## src/hw/rtl/palette_dac_with_fade_unit_macros.svh

```systemverilog
// ----------------------------------------------------------------------------
// palette_dac_with_fade_unit_macros
// Assertion macros for the palette DAC.
// ----------------------------------------------------------------------------
`ifndef PALETTE_DAC_WITH_FADE_UNIT_MACROS_SVH
`define PALETTE_DAC_WITH_FADE_UNIT_MACROS_SVH
// assert that a implies b at the next edge
`define PDF_ASSERT_NEXT(lbl, a, b) \
    lbl: assert property (@(posedge i_clk) disable iff (!i_rst_n) (a) |=> (b)) \
        else $error("assertion failed");
// assert that a implies b at the same edge
`define PDF_ASSERT_NOW(lbl, a, b) \
    lbl: assert property (@(posedge i_clk) disable iff (!i_rst_n) (a) |-> (b)) \
        else $error("assertion failed");
`endif

```

## src/hw/rtl/pdf_pkg.sv

```systemverilog
// ----------------------------------------------------------------------------
// pdf_pkg
// Shared types and constants of the palette DAC with fade.
// ----------------------------------------------------------------------------
package pdf_pkg;
    typedef enum logic [1:0] {
        REQ_WRITE = 2'd0,
        REQ_READ  = 2'd1,
        REQ_PIXEL = 2'd2,
        REQ_FADE  = 2'd3
    } t_req;

    localparam logic [2:0] CFG_TRED  = 3'd0;
    localparam logic [2:0] CFG_TGRN  = 3'd1;
    localparam logic [2:0] CFG_TBLU  = 3'd2;
    localparam logic [2:0] CFG_STEPS = 3'd3;
    localparam logic [2:0] CFG_FIRST = 3'd4;
    localparam logic [2:0] CFG_LAST  = 3'd5;
    localparam logic [2:0] CFG_HUD   = 3'd6;
    localparam logic [2:0] CFG_FEN   = 3'd7;

    // queued word between front and back
    typedef struct packed {
        t_req       req;
        logic [7:0] index;
        logic [17:0] rgb;
        logic       mask;
        logic       fill;
        logic [7:0] step;
    } t_cmd;

    // 6-bit level to 8-bit: (255*c)/63 == 4c + c/21
    function automatic logic [7:0] expand_level(input logic [5:0] c);
        logic [1:0] f;
        if (c == 6'd63)       f = 2'd3;
        else if (c >= 6'd42)  f = 2'd2;
        else if (c >= 6'd21)  f = 2'd1;
        else                  f = 2'd0;
        return {c, 2'b00} + {6'd0, f};
    endfunction
endpackage

```

## src/hw/rtl/pdf_front.sv

```systemverilog
// ----------------------------------------------------------------------------
// pdf_front
// Accepts requests, classifies fade steps and queues commands.
// ----------------------------------------------------------------------------
module pdf_front #(
    parameter int DEPTH = 2
) (
    input  logic            i_clk,
    input  logic            i_rst_n,
    input  logic            i_valid,
    output logic            o_stall,
    input  pdf_pkg::t_cmd   i_cmd,
    input  logic [7:0]      i_steps,
    input  logic            i_fade_en,
    output logic            o_valid,
    input  logic            i_take,
    output pdf_pkg::t_cmd   o_cmd
);
    localparam int AW = (DEPTH > 1) ? $clog2(DEPTH) : 1;
    pdf_pkg::t_cmd r_q [DEPTH];
    logic [AW-1:0] r_wp, r_rp;
    logic [AW:0]   r_cnt;
    pdf_pkg::t_cmd c;
    logic          push, pop;

    // classify: a fade step at or past the count, or with fading off, fills
    always_comb begin
        c = i_cmd;
        c.fill = !i_fade_en || (i_cmd.step >= i_steps);
    end

    assign o_stall = (r_cnt == (AW+1)'(DEPTH));
    assign push    = i_valid && !o_stall;
    assign o_valid = (r_cnt != '0);
    assign pop     = o_valid && i_take;
    assign o_cmd   = r_q[r_rp];

    always_ff @(posedge i_clk) begin
        if (push) r_q[r_wp] <= c;
        if (!i_rst_n) begin
            r_wp <= '0; r_rp <= '0; r_cnt <= '0;
        end else begin
            if (push) r_wp <= (r_wp == AW'(DEPTH-1)) ? '0 : r_wp + 1'b1;
            if (pop)  r_rp <= (r_rp == AW'(DEPTH-1)) ? '0 : r_rp + 1'b1;
            r_cnt <= r_cnt + (AW+1)'(push) - (AW+1)'(pop);
        end
    end
endmodule

```

## config.mk

```make
export PLATFORM = sky130hd
export DESIGN_NAME = pdf_front
export DESIGN_NICKNAME = d
export VERILOG_FILES = /design/src/hw/rtl/palette_dac_with_fade_unit_macros.svh /design/src/hw/rtl/pdf_pkg.sv /design/src/hw/rtl/pdf_front.sv
export SDC_FILE = /design/constraint.sdc
export NUM_CORES = 1
export LEC_CHECK = 0
export BUFFER_PORTS_ARGS = -buffer_cell sky130_fd_sc_hd__buf_2
export CORE_MARGIN = 8
export CORE_UTILIZATION = 25
export DETAILED_ROUTE_END_ITERATION = 8
export GPL_TIMING_DRIVEN = 1
export PLACE_DENSITY = 0.42
export SLEW_MARGIN = 5
export SYNTH_ARGS = -nofsm -noshare
export SYNTH_HDL_FRONTEND = slang
export SYNTH_SLANG_ARGS = --single-unit
export TNS_END_PERCENT = 30
```

## constraint.sdc

```tcl
create_clock -name i_clk -period 3.59 [get_ports i_clk]
set_input_delay 0.359 -clock i_clk [delete_from_list [all_inputs] [get_ports i_clk]]
set_output_delay 0.359 -clock i_clk [all_outputs]
set_load 0.05 [all_outputs]
```

# After elaboration in Yosys (flattened, before gate mapping)
# Memories as Yosys holds them, arrays and structs flattened. A register that Yosys moved wholly into a read port is not among the register bits.
# Cells that the tools add are included.
# totals
mem_count	1
regBits	4
inputBits	51
word_cells	22
out_inout_bits	40
mem_bits_rw	76
# classes
eq_ne	1
muxes	6
n_addsub	4
n_reduce_logical	6
magnitude_cmp	1
# memory_table
memory	words	word_bits	read_ports	rd_ports_with_merged_regs	wr	line_no	source
r_q	2	38	1	1	1	pdf_front.sv:20	pdf_pkg::t_cmd r_q [DEPTH];
# ops
op	count
greater-or-equal comparator 8 bit	1
2-to-1 mux 1 bit	6
adder 1 bit, second input constant	2
adder 2 x 1 -> 2 bit	1
equality test 2 bit, second input constant	1
logical AND 1 bit	2
logical NOT 1 bit	2
nonzero test 2 bit	1
subtractor 2 x 1 -> 2 bit	1
logical OR 1 bit	1

# Depth between registers and ports, before layout
# depth
depth_word	5
depth_mapped	8

# Worst setup path before layout
# OpenSTA, ideal clock, no wires.
# synth_path
path_kind	reg-to-reg
start	register r_cnt[0]
end	memory r_q[0][0] in the netlist's numbering (enable)
setup_time_ns	0.393
slack_ns	1.499
arrival_time_ns	1.699
n_path_buf	0
stages_incl_launch_ff	5
path_cell_list	dfxtp_1 nand2b_2 inv_2 or3_1 inv_1
# synth_between
elab_chain_len	5
# synth_rtl
item	line_no	source
from (decl)	pdf_front.sv:22	logic [AW:0] r_cnt;
from (signal assigned)	pdf_front.sv:45	r_cnt <= r_cnt + (AW+1)'(push) - (AW+1)'(pop);
equality test 2 bit	pdf_front.sv:32	assign o_stall = (r_cnt == (AW+1)'(DEPTH));
via o_stall	pdf_front.sv:11	output logic o_stall,
logical NOT 1 bit	pdf_front.sv:33	assign push = i_valid && !o_stall;
logical AND 1 bit	pdf_front.sv:33	
2-to-1 mux 1 bit	pdf_front.sv:39	if (push) r_q[r_wp] <= c;
2-to-1 mux 1 bit (implied by the code)	pdf_front.sv:39	
to (decl)	pdf_front.sv:20	
# The timed path passes the listed nets, and every way through them passes these cells.

==> impl_metrics.tcl <==
set metrics [dict create \
    period_share 0.648 \
    drc 0 \
    vias 1752 \
    gp_congestion 0.663 \
    hold_depth 1 \
    die_area_sq_mm 0.0166 \
    cts_sinks 81 \
    rr_worst_depth 4 \
    htree_levels 3 \
    synth_edf_count 76 \
    vias_per_cell 3.95 \
    wirelength_um 6260 \
    drive_gt1_frac 0.533 \
    synth_most_common_cell "edfxtp_1" \
    async_flop_share 0 \
    period_minus_slack_ns 2.33 \
    r2r-start "r_cnt[0]$_SDFF_PN0_" \
    hold_path.class "input pin to flip-flop" \
    yosys.cell_types.count 27 \
    hpwlAfterDp_um 4110 \
    final.setup_skew_ns 0.00591 \
    clock_tree.root_cell "clkbuf_16" \
    avgSynthCellArea_sq_um 18.6 \
    critPathLaunchType "flip-flop" \
    synth_warnings 0 \
    io_pins 91 \
    path_clk_slew_ns 0.06 \
    synth_top_flop_cell "edfxtp_1" \
    tightest_slew_ns 0.997 \
    syn_area_sq_mm 0.00318 \
    grt_overflow 0 \
    die_y_um 129 \
    rows 41 \
    cts_resized 0 \
    yosysSeqAreaShare 0.750 \
    slew_headroom 0.335 \
    clk_path_buf_depth 2 \
    powerDensity_mw_per_mm2 814 \
    postCtsHoldBufs 0 \
    dr.pass1.iters 4 \
    path_class "flip-flop to primary output" \
    post-route-util 0.326 \
    hold_violations 0 \
    track_usage 0.0789 \
    num_antenna_cells 0 \
    hold_end "r_q[1][27]$_DFFE_PP_" \
    wl_per_cell_um 14.1 \
    fin_ws_ns 1.26 \
    end_kind "primary output" \
    maxCapViolCount 0 \
    rsz0062_at_grt "false" \
    grt_pass1_vias 1944 \
    path_max_fanout 38 \
    synth_area_leader_cell "edfxtp_1" \
    cp.required_ns 3.23 \
    arrival_ns 1.97 \
    place_ws_ns 1.52 \
    fill_cells 1276 \
    coreArea_sq_mm 0.0125 \
    die-width_um 129 \
    cts_made_buffers 9 \
    maxSlewViolCount 0 \
    port_buffers 89 \
    status "completed" \
    setup_tns_ns 0 \
    yosys-top-cells-area "edfxtp_1, mux2_2, ha_1" \
    synth_top_area_share 0.719 \
    start_util 0.254 \
    post_cts_buffers 0 \
    final_antenna_net_count 0 \
    antenna_found_initial 0 \
    hold_start "i_cmd[27]" \
    syn_nets 232 \
    netlist_instances 171 \
    drt_iter0_markers 41 \
    cts_tree "built" \
    r2r-end "r_q[0][33]$_DFFE_PP_" \
    ys_top_cells_by_count "edfxtp_1, mux2_2, inv_1" \
    max_freq_mhz 430 \
    ys_ff_latch 81 \
    area_growth_pct 28.6 \
    grt_max_degree 39 \
    ir_drop_mv 0.277 \
    insertion_delay_ns 0.32 \
    layout.nets 328 \
    r2r_slack_ns 1.62 \
    grt_pass1_wl_um 9840 \
    cellLeakagePower_nw 1.59 \
    setup_violations 0 \
]
==> final cells by class <==
type                            count  area, sq um  area share
Sequential cell                    81         2380       0.583
Multi-Input combinational cell     73          712       0.174
Timing Repair Buffer               89          445       0.109
Clock buffer                       12          236      0.0579
Tap cell                          172          215      0.0527
Inverter                           13         48.8      0.0119
Clock inverter                      4         43.8      0.0107
==> how the worst max path moves through the flow <==
| stage | cells after the start | to | slack, ns | startpoint |
|---|---|---|---|---|
| floorplan | 4 | r_q[0][0]$_DFFE_PP_ | 1.50 | r_cnt[0]$_SDFF_PN0_ |
| global placement | 2 | o_cmd[4] | 1.52 | flip-flop |
| detailed placement | 2 | o_cmd[4] | 1.52 | flip-flop |
| CTS | 2 | o_cmd[9] | 1.16 | flip-flop |
| global route | 2 | o_cmd[4] | 1.09 | flip-flop |
| finish | 2 | o_cmd[18] | 1.26 | flip-flop |
==> flip-flops by register name, indices dropped and copies added, names as in the netlist, named ones only <==
signal  cells
r_cnt       2
r_wp        1
r_q        76
r_rp        1
==> metal layers <==
layer  track usage  vias up  wire (um)
met3        0.0372        6        502
met1        0.0885      848       2670
met5             0        -          0
li1              -      838          -
met4        0.0332        0         79
met2         0.127       60       3020
==> worst max-delay path: stages, from the launching register on <==
cell and delay, ns:
dfxtp_2 0.98, mux2_2 0.42, buf_2 0.21
==> kinds of logic (layout without fill, tap and decap cells) <==
kind of cell | count (synthesis) | count (layout) | share of synthesized area
AOI/OAI and AO/OA | 10 | 10 | 0.0209
xor gates and xnor gates | 2 | 2 | 0.00552
adders and majority gates | 10 | 10 | 0.0394
buffers and inverters | 17 | 118 | 0.0256
DFF | 81 | 81 | 0.750
muxes | 38 | 38 | 0.135
and+or+nand+nor | 13 | 13 | 0.0236
==> cells in the final DEF (no fill, tap or decap), types with 2 or more instances in the layout <==
master,count
edfxtp_1,76
nor2_1,3
a21oi_1,2
clkbuf_16,9
ha_1,10
mux2_2,38
o21ai_0,2
clkbuf_1,3
inv_2,2
inv_1,11
dfxtp_1,4
clkinv_2,2
buf_2,89
o21a_1,2
and2_1,2
==> where the power goes <==
part / leakage (nW) / switching (W) / internal [W] / total (W)
sequential: 0.751 / 0.000103 / 0.00121 / 0.00131
clock: 0.138 / 0.000328 / 0.000534 / 0.000863
combinational: 0.704 / 0.000821 / 0.000331 / 0.00115
total: 1.59 / 0.00125 / 0.00208 / 0.00333
==> metrics by stage <==
stage	std cells	hold slack [ns]	power, W	cell area (sq um)
floorplan	171	0.458	0.00224	3180
global placement	428	0.470	0.00251	3800
detailed placement	428	0.482	0.00251	3800
CTS	444	0.203	0.00340	4090
global route	444	0.204	0.00350	4090
finish	444	0.222	0.00333	4090
No activity file was read; power rests on OpenSTA's default activity.
